--- config.mk ---
export PLATFORM = sky130hd
export DESIGN_NAME = mae_store
export DESIGN_NICKNAME = d
export VERILOG_FILES = /design/src/design/matrix_arithmetic_engine_macros.svh /design/src/design/mae_pkg.sv /design/src/design/mae_store.sv
export SDC_FILE = /design/constraint.sdc
export NUM_CORES = 2
export LEC_CHECK = 0
export BUFFER_PORTS_ARGS = -buffer_cell sky130_fd_sc_hd__buf_2
export CELL_PAD_IN_SITES_DETAIL_PLACEMENT = 1
export CELL_PAD_IN_SITES_GLOBAL_PLACEMENT = 1
export CORE_MARGIN = 3
export CORE_UTILIZATION = 40
export CTS_CLUSTER_SIZE = 14
export DETAILED_ROUTE_END_ITERATION = 10
export PLACE_DENSITY = 0.66
export SYNTH_ARGS = -nofsm -noshare
export SYNTH_HDL_FRONTEND = slang
export SYNTH_SLANG_ARGS = --single-unit
--- constraint.sdc ---
create_clock -name i_clk -period 5.2 [get_ports i_clk]
set_clock_uncertainty 0.15 [all_clocks]
set_input_delay 0.26 -clock i_clk [delete_from_list [all_inputs] [get_ports i_clk]]
set_output_delay 0.26 -clock i_clk [all_outputs]
set_load 0.02 [all_outputs]
--- src/design/matrix_arithmetic_engine_macros.svh ---
// Assertion macros shared by the matrix arithmetic engine RTL.
// Expects i_clk and i_rst_n in the scope of the including module.
`ifndef MATRIX_ARITHMETIC_ENGINE_MACROS_SVH
`define MATRIX_ARITHMETIC_ENGINE_MACROS_SVH

// Same-cycle implication, off during reset.
`define MAE_ASSERT_HOLD(label, ante, cons, msg) \
    label: assert property (@(posedge i_clk) disable iff (!i_rst_n) (ante) |-> (cons)) \
        else $error(msg);

// Next-cycle implication, off during reset.
`define MAE_ASSERT_NEXT(label, ante, cons, msg) \
    label: assert property (@(posedge i_clk) disable iff (!i_rst_n) (ante) |=> (cons)) \
        else $error(msg);

`endif

--- src/design/mae_pkg.sv ---
// Shared types, codes and helpers for the matrix arithmetic engine.
// No dependencies; used by every other file of the block except the macros header.
package mae_pkg;

    localparam int MAX_DIM_DEF   = 16;
    localparam int FRAC_BITS_DEF = 12;

    localparam int DATA_W  = 16;
    localparam int DIM_W   = 5;
    localparam int IDX_W   = 4;
    localparam int PADDR_W = 5;
    localparam int PDATA_W = 32;

    typedef enum logic [1:0] {
        REQ_LOAD_A = 2'd0,
        REQ_LOAD_B = 2'd1,
        REQ_READ   = 2'd2,
        REQ_NONE   = 2'd3
    } t_req;

    typedef enum logic [1:0] {
        MODE_MUL = 2'd0,
        MODE_ADD = 2'd1,
        MODE_SUB = 2'd2,
        MODE_TRN = 2'd3
    } t_mode;

    typedef enum logic [1:0] {
        ST_OK       = 2'd0,
        ST_RANGE    = 2'd1,
        ST_MISMATCH = 2'd2
    } t_status;

    typedef enum logic [2:0] {
        REG_OP_MODE = 3'd0,
        REG_A_ROWS  = 3'd1,
        REG_A_COLS  = 3'd2,
        REG_B_ROWS  = 3'd3,
        REG_B_COLS  = 3'd4
    } t_reg_idx;

    typedef struct packed {
        logic clr;
        logic op_vld;
        logic rnd;
    } t_mac_ctl;

    function automatic logic [DIM_W-1:0] eff_dim(input logic [DIM_W-1:0] d,
                                                 input int max_dim);
        return (int'(d) > max_dim) ? DIM_W'(max_dim) : d;
    endfunction

endpackage

--- src/design/mae_store.sv ---
// One matrix store: single write port, single registered read port.
// Depends on mae_pkg for the element width.
module mae_store #(
    parameter int DEPTH  = mae_pkg::MAX_DIM_DEF * mae_pkg::MAX_DIM_DEF,
    parameter int ADDR_W = 8
) (
    input  logic                             i_clk,
    input  logic                             i_we,
    input  logic [ADDR_W-1:0]                i_wr_addr,
    input  logic signed [mae_pkg::DATA_W-1:0] i_wr_data,
    input  logic                             i_re,
    input  logic [ADDR_W-1:0]                i_rd_addr,
    output logic signed [mae_pkg::DATA_W-1:0] o_rd_data
);

    logic signed [mae_pkg::DATA_W-1:0] r_mem [DEPTH];
    logic signed [mae_pkg::DATA_W-1:0] r_rd_data;

    always_ff @(posedge i_clk) begin
        if (i_we) begin
            r_mem[i_wr_addr] <= i_wr_data;
        end
    end

    always_ff @(posedge i_clk) begin
        if (i_re) begin
            r_rd_data <= r_mem[i_rd_addr];
        end
    end

    assign o_rd_data = r_rd_data;

endmodule

==> results.toml <==
[sta]
period_needed_ps = 3839
finalMaxSlewViolations = 0
final-setup-viol-count = 0
timing.slew.headroom_pct = 6.045
max_freq_mhz = 260.5
finalCritPeriodShare_pct = 73.83
hold_viol = 0
tns_ps = 0
whs_ps = 129.3
rsz0062_at_grt = "no"
tightest_slew_ps = 1408

[global_routing]
antenna_found_initial = 31
gr-total-overflow = 0
grt_pass1_wl_mm = 639.8
grt.total_usage_pct = 21.91
grt_max_degree = 196
grt_pass1_vias = 83200

[routing]
routedWlPerCell_um = 33.67
drtIter0Drc = 10340
topRoutingLayerUsed = "met5"
drt_drc_violations_left = 0
routed_wl_mm = 452.0
drt_pass1_iterations = 6
wl_met2_mm = 221.1
wl_met1_mm = 181.2
viasPerCell = 5.978
vias = 80250
wl_met3_mm = 33.54
drtAntennaViolNets = 0

[clock_tree]
cts_resized = 0
path_clk_slew_ps = 60
clock-sinks = 4112
cts_tree = "built"
htreeDepth = 5
cts_setup_buffers = 0
root_buffer = "clkbuf_16"
cts_hold_buf = 22
cts_buffer_depth = 4
insertion_delay_ps = 980
numCtsBuffers = 410

[synthesis]
async_reset_ff_share_pct = 0
synthTopCellsByArea = "edfxtp_1, mux4_2, mux2i_1, o221ai_1, nor2_1"
synth_top_area_share_pct = 77.72
syn_inst = 7360
synth_edf_count = 4112
synth_cell_types = 51
yosysMostFrequentCell = "edfxtp_1"
synth_nets = 7395
synth.cell_area_mm2 = 0.1589
ys_seq_elements = 4112
ys.flop_type = "edfxtp_1"
seq_area_frac_synth_pct = 77.72
synth.avg_cell_area_um2 = 21.59
synth_top_area_cell = "edfxtp_1"
yosysWarningCount = 0
netlist_top_cells_count = "edfxtp_1, mux4_2, mux2i_1, nor2_1, o221ai_1"

[placed_design]
dp_hpwl_mm = 268.3
gp_congestion = 0.8478
portBuffers = 50

[worst_setup_path]
cp_max_fo = 38
endpoint_kind = "flop"
crit_chain = "buf_8, buf_12, buf_4, mux4_2, mux4_2, a22o_1, o32ai_1, buf_4, nor4_1"
path_class = "in2reg"
required_ps = 5770
reg2regPathDepth = 7
cp_slowest_cell = "o32ai_1"
startpoint_type = "input port"
arrival_ps = 4410
slowest_delay_ps = 1170

[finish]
nets = 7889
synthToLayoutAreaGrowth_pct = 13.92
postLayoutCoreUtil_pct = 45.94
fill_cells = 35620
drive_gt1_share_pct = 25.61

[floorplanning]
die_w_um = 636.2
io-pin-count = 51
start_util_pct = 40.33
die_height_um = 636.2
rows = 230
core-area_mm2 = 0.3940
dieArea_mm2 = 0.4048

[pwr]
power_mw = 69.21
peakVddDrop_mv = 0.2857
leakage_nw = 56.96
pwr_density_cell_mw_per_mm2 = 382.4

[run]
cap_violations = 0

[min_path]
min_path_cells = 3
hold_class = "in2reg"

[run_status]
outcome = "complete, no violations"
==> final cells by class <==
| type | instances | area [um2] | share of cell area (%) |
|---|---|---|---|
| diodes | 17 | 42.54 | 0.02350 |
| inverters | 4 | 27.53 | 0.01521 |
| repair buffers | 534 | 4780 | 2.641 |
| well taps | 5220 | 6531 | 3.609 |
| clock inverters | 265 | 2476 | 1.368 |
| clock buffers | 481 | 10630 | 5.875 |
| multi-input cells | 2792 | 33030 | 18.25 |
| flip-flops and latches | 4112 | 123500 | 68.22 |
==> cells by family after synthesis <==
logic type | Yosys count | synth area share, %
multiplexers | 1450 | 15.48
buffers and inverters | 456 | 1.692
AND/OR/NAND/NOR | 556 | 1.573
AO/OA/AOI/OAI | 786 | 3.534
flip-flops | 4112 | 77.72
==> flip-flops by register name, summed over array words and instances, names as in the netlist <==
name       flops
r_mem       4096
o_rd_data     16
==> path summary, 6_finish.rpt <==
| kind | startpoint | endpoint | slack [ps] |
|---|---|---|---|
| max reg2reg | r_mem[3][6] | o_rd_data[6] | 1500 |
| min reg2reg | r_mem[218][4] | o_rd_data[4] | 1100 |
| min | i_wr_addr[3] | r_mem[189][8] | 130 |
| max | i_rd_addr[1] | o_rd_data[6] | 1360 |
==> worst max-delay path, delay by kind of cell <==
kind | cells | cell delay, ps
muxes | 2 | 930
and+or+nand+nor | 1 | 60
AOI/OAI and AO/OA | 2 | 1530
buffers and inverters | 4 | 1450
==> report_power, final <==
part	switching, mW	internal [mW]	total, mW
combinational	2.31	1.17	3.48
clock	12.8	16.3	29.1
sequential	0.0598	36.6	36.6
total	15.1	54.1	69.2
==> layer usage <==
layer  vias to the layer above  track usage, %
met2                      3482           35.76
met5                         -               0
met3                       669           3.719
met1                     43800           29.94
li1                      32290               -
met4                        18           7.317
==> metrics by stage <==
stage          std cells  area (um2)  setup WS (ps)
2_1_floorplan       7360      158900           2541
3_3_place_gp       12640      167600          352.4
3_5_place_dp       12640      167600          351.9
4_1_cts            13410      181000           1412
5_1_grt            13420      181000           1447
6_report           13430      181000           1361
==> layout by cell type (no fill, tap or decap), drive strengths merged, types with 26 or more instances in the layout <==
cell	count
edfxtp	4112
mux4	797
mux2i	565
buf	511
clkbuf	482
nor2	304
o221ai	253
clkinv	204
a21oi	175
o22ai	148
nor3	92
mux2	88
a22oi	43
nand2	38
o21ai	38
nand3	35
bufinv	34
a22o	32
a221oi	28
nand4	26
Note: power is estimated with default switching activity, not from simulation.
