### src/design/matrix_arithmetic_engine_macros.svh
// Assertion macros shared by the matrix arithmetic engine RTL.
// Expects i_clk and i_rst_n in the scope of the including module.
`ifndef MATRIX_ARITHMETIC_ENGINE_MACROS_SVH
`define MATRIX_ARITHMETIC_ENGINE_MACROS_SVH

// Same-cycle implication, off during reset.
`define MAE_ASSERT_HOLD(label, ante, cons, msg) \
    label: assert property (@(posedge i_clk) disable iff (!i_rst_n) (ante) |-> (cons)) \
        else $error(msg);

// Next-cycle implication, off during reset.
`define MAE_ASSERT_NEXT(label, ante, cons, msg) \
    label: assert property (@(posedge i_clk) disable iff (!i_rst_n) (ante) |=> (cons)) \
        else $error(msg);

`endif

### src/design/mae_pkg.sv
// Shared types, codes and helpers for the matrix arithmetic engine.
// No dependencies; used by every other file of the block except the macros header.
package mae_pkg;

    localparam int MAX_DIM_DEF   = 16;
    localparam int FRAC_BITS_DEF = 12;

    localparam int DATA_W  = 16;
    localparam int DIM_W   = 5;
    localparam int IDX_W   = 4;
    localparam int PADDR_W = 5;
    localparam int PDATA_W = 32;

    typedef enum logic [1:0] {
        REQ_LOAD_A = 2'd0,
        REQ_LOAD_B = 2'd1,
        REQ_READ   = 2'd2,
        REQ_NONE   = 2'd3
    } t_req;

    typedef enum logic [1:0] {
        MODE_MUL = 2'd0,
        MODE_ADD = 2'd1,
        MODE_SUB = 2'd2,
        MODE_TRN = 2'd3
    } t_mode;

    typedef enum logic [1:0] {
        ST_OK       = 2'd0,
        ST_RANGE    = 2'd1,
        ST_MISMATCH = 2'd2
    } t_status;

    typedef enum logic [2:0] {
        REG_OP_MODE = 3'd0,
        REG_A_ROWS  = 3'd1,
        REG_A_COLS  = 3'd2,
        REG_B_ROWS  = 3'd3,
        REG_B_COLS  = 3'd4
    } t_reg_idx;

    typedef struct packed {
        logic clr;
        logic op_vld;
        logic rnd;
    } t_mac_ctl;

    function automatic logic [DIM_W-1:0] eff_dim(input logic [DIM_W-1:0] d,
                                                 input int max_dim);
        return (int'(d) > max_dim) ? DIM_W'(max_dim) : d;
    endfunction

endpackage

### src/design/mae_mac.sv
// Shared multiply-accumulate unit with round-half-up and 16-bit saturation.
// Depends on mae_pkg for the control struct and element width.
module mae_mac #(
    parameter int MAX_DIM   = mae_pkg::MAX_DIM_DEF,
    parameter int FRAC_BITS = mae_pkg::FRAC_BITS_DEF
) (
    input  logic                              i_clk,
    input  logic                              i_rst_n,
    input  mae_pkg::t_mac_ctl                 i_ctl,
    input  logic signed [mae_pkg::DATA_W-1:0] i_a,
    input  logic signed [mae_pkg::DATA_W-1:0] i_b,
    output logic                              o_pend,
    output logic signed [mae_pkg::DATA_W-1:0] o_sat
);

    localparam int PROD_W = 2 * mae_pkg::DATA_W;
    localparam int ACC_W  = PROD_W + $clog2(MAX_DIM) + 1;
    localparam logic signed [ACC_W-1:0] HALF   = ACC_W'((64'(1) << FRAC_BITS) >> 1);
    localparam logic signed [ACC_W-1:0] SAT_HI = ACC_W'((2 ** (mae_pkg::DATA_W - 1)) - 1);
    localparam logic signed [ACC_W-1:0] SAT_LO = ~SAT_HI;

    logic signed [PROD_W-1:0] r_prod;
    logic                     r_mul_vld;
    logic signed [ACC_W-1:0]  r_acc;
    logic signed [ACC_W-1:0]  r_rnd;
    logic signed [ACC_W-1:0]  rnd_sum;

    always_ff @(posedge i_clk) begin
        if (!i_rst_n) begin
            r_mul_vld <= 1'b0;
        end else begin
            r_mul_vld <= i_ctl.op_vld;
        end
    end

    always_ff @(posedge i_clk) begin
        if (i_ctl.op_vld) begin
            r_prod <= i_a * i_b;
        end
        if (i_ctl.clr) begin
            r_acc <= '0;
        end else if (r_mul_vld) begin
            r_acc <= r_acc + ACC_W'(r_prod);
        end
        if (i_ctl.rnd) begin
            r_rnd <= rnd_sum >>> FRAC_BITS;
        end
    end

    assign rnd_sum = r_acc + HALF;
    assign o_pend  = r_mul_vld;

    always_comb begin
        if (r_rnd > SAT_HI) begin
            o_sat = mae_pkg::DATA_W'(SAT_HI);
        end else if (r_rnd < SAT_LO) begin
            o_sat = mae_pkg::DATA_W'(SAT_LO);
        end else begin
            o_sat = mae_pkg::DATA_W'(r_rnd);
        end
    end

endmodule

### config.mk
export PLATFORM = sky130hd
export DESIGN_NAME = mae_mac
export DESIGN_NICKNAME = d
export VERILOG_FILES = /design/src/design/matrix_arithmetic_engine_macros.svh /design/src/design/mae_pkg.sv /design/src/design/mae_mac.sv
export SDC_FILE = /design/constraint.sdc
export NUM_CORES = 1
export LEC_CHECK = 0
export ABC_AREA = 1
export BUFFER_PORTS_ARGS = -buffer_cell sky130_fd_sc_hd__buf_2
export CAP_MARGIN = 15
export CORE_MARGIN = 8
export CORE_UTILIZATION = 50
export DETAILED_ROUTE_END_ITERATION = 12
export MAX_ROUTING_LAYER = met4
export PLACE_DENSITY_LB_ADDON = 0.1
export SETUP_SLACK_MARGIN = 0.02
export SYNTH_ARGS = -nofsm -noshare
export SYNTH_HDL_FRONTEND = slang
export SYNTH_SLANG_ARGS = --single-unit
### constraint.sdc
create_clock -name i_clk -period 9.7 [get_ports i_clk]
set_clock_uncertainty 0.2 [all_clocks]
set_input_delay 2.425 -clock i_clk [delete_from_list [all_inputs] [get_ports i_clk]]
set_output_delay 2.425 -clock i_clk [all_outputs]
set_load 0.01 [all_outputs]
==> summary.txt <==
Final Wtd Congestion -> 0.978
Tmin final -> 8.50 ns
Post-Layout Cell Count -> 2,695
Routed WL -> 41,500 um
Worst Hold Class -> flop to flop
largest net degree at the start of global routing -> 45
CP Capture Type -> flop
Syn Inst Count -> 2,246
layout cell share with drive strength beyond 1 -> 0.0498
Placed Cells -> 2,679
CTS Root Buffer Type -> clkbuf_16
initial antenna violation count -> 0
Hold Fails Final Rpt -> 0
Overall Global Routing Usage -> 0.227
number of flops mapped to enable cells by yosys -> 57
CTS tree -> done
status -> finished clean
# IOs -> 54
Post-CTS Hold Buffers -> 0
Ant. Diodes -> 0
clock sinks -> 95
Setup crit start kind -> input port
Cell Area, Placed -> 17,500 sq um
number of nets in the layout -> 2,661
biggest fanout along the worst timing path -> 16
total CTS buffers -> 9
share of the synthesized area in the top cell type -> 0.312
area of all placed cells without fillers -> 17,800 sq um
max-slew violation count -> 0
area growth from synthesis to final layout -> 5.17%
Initial DRC Count -> 795
core outline area -> 33,400 sq um
DRC Markers -> 0
critical path class -> input port to flop
initial core utilization -> 0.505
Main synth FF type -> edfxtp_1
syn nets -> 2,665
YS warnings -> 0
postcts setup bufs -> 0
# Max-Cap Violations -> 0
vias in the first global route -> 14,000
chip height -> 200 um
Worst-Margin Slew -> 0.726 ns
Row Count -> 67
grt total ovfl -> 0
fmax -> 118 MHz
first-pass GRT wire length -> 70,300 um
worst skew pair latency -> 0.35 ns
CTS max path bufs -> 2
drt first pass iters -> 5
WP data required -> 9.62 ns
die area -> 39,900 sq um
DR vias -> 13,200
unrepaired setup endpoints after global routing -> false
Cell Area, Synth -> 16,900 sq um
Async S/R FF share, synth -> 0
Area contributors post-synth -> fa_1 (31%), inv_1 (14%), nand2_1 (12%)
Yosys cell types -> 48
Avg WL per Cell -> 15.4 um
antenna-violating nets left -> 0
Max-slew headroom -> 0.516
Setup TNS -> 0 ns
crit share post-route -> 0.877
Final Setup Violations -> 0
chip width -> 200 um
CP arrival -> 8.42 ns
H-tree depth -> 3
post-synth top area cell -> fa_1
Yosys reg bits -> 95
PostCTS Resize Cnt -> 0
Port Buffers -> 53
Avg Synthesized Cell Area -> 7.53 sq um
hpwl dp -> 35,800 um
vias per std cell -> 4.89
Reg clk slew, reported paths -> 0.07 ns
sequential-to-total area share from yosys stat -> 0.146
registers in the layout (all words and copies together) (netlist names):
| register | count |
|---|---|
| r_acc | 37 |
| r_rnd | 25 |
| r_prod | 32 |
| o_pend | 1 |
Yosys cell counts (all sizes together), types with 38 or more instances:
cell,n
nor2,153
fa,263
a21oi,90
nand3,64
nand2,528
edfxtp,57
clkbuf,69
dfxtp,38
ha,119
o21ai,76
inv,628
xor2,57
logic make-up after synthesis:
kind of cell / count (synthesis) / share of synthesized area
and+or+nand+nor: 796 / 0.195
buffers and inverters: 701 / 0.156
adders and majority gates: 382 / 0.400
AOI/OAI and AO/OA: 199 / 0.0655
DFF: 95 / 0.146
xor gates and xnor gates: 73 / 0.0378
cells in the final DEF, fill, tap and decap left out, drive strengths merged, types with 57 or more instances in the layout:
cell type,instances
a21oi,90
buf,57
edfxtp,57
fa,263
ha,119
inv,629
nand2,528
nand3,64
nor2,153
o21ai,76
xor2,57
metrics by stage:
step,setup WS (ns),utilization,hold slack (ns)
3_3_place_gp,0.793,0.523,0.254
4_1_cts,1.15,0.531,0.278
2_1_floorplan,1.41,-,0.245
5_1_grt,0.782,0.531,0.306
3_5_place_dp,0.791,0.523,0.267
6_report,1.20,0.531,0.282
area by class of cell:
class                           instances  area (sq um)
Clock buffer                           11           233
Clock inverter                          5          57.6
Fill cell                            3294         15700
Inverter                              629          2360
Multi-Input combinational cell       1450         11800
Sequential cell                        95          2470
Tap cell                              448           561
Timing Repair Buffer                   57           295
metal layers:
metal	global-route usage	part of all wire	wire length (um)
met1	0.281	0.45	18700
met2	0.397	0.49	20500
met3	0.0139	0.028	1180
met4	0.0681	0.028	1180
met5	-	0	0
worst max-delay path, stage by stage:
cell and delay, ns:
buf_2 0.35, nand2_1 0.21, fa_1 0.57, inv_1 0.07, fa_1 0.92, inv_1 0.13
fa_1 0.45, fa_1 0.50, inv_1 0.05, fa_1 0.48, inv_1 0.06, fa_1 0.53
inv_1 0.04, ha_1 0.35, nand2_1 0.13, nor2_1 0.16, inv_2 0.07, nor3_1 0.34
o21ai_0 0.32, nand4_1 0.18, nand2_1 0.06
final timing paths:
check / start / end / slack (ns) / cells after the start
setup / recovery: i_b[4] / r_prod[29] / 1.20 / 21
hold / removal: r_acc[0] / r_acc[0] / 0.28 / 2
setup reg to reg: r_acc[0] / r_acc[30] / 6.76 / 13
hold reg to reg: r_acc[0] / r_acc[0] / 0.28 / 2
Power is left out: the tool's default activity adds up to more than one toggle a clock period on the data nets, which glitch-free logic cannot reach.
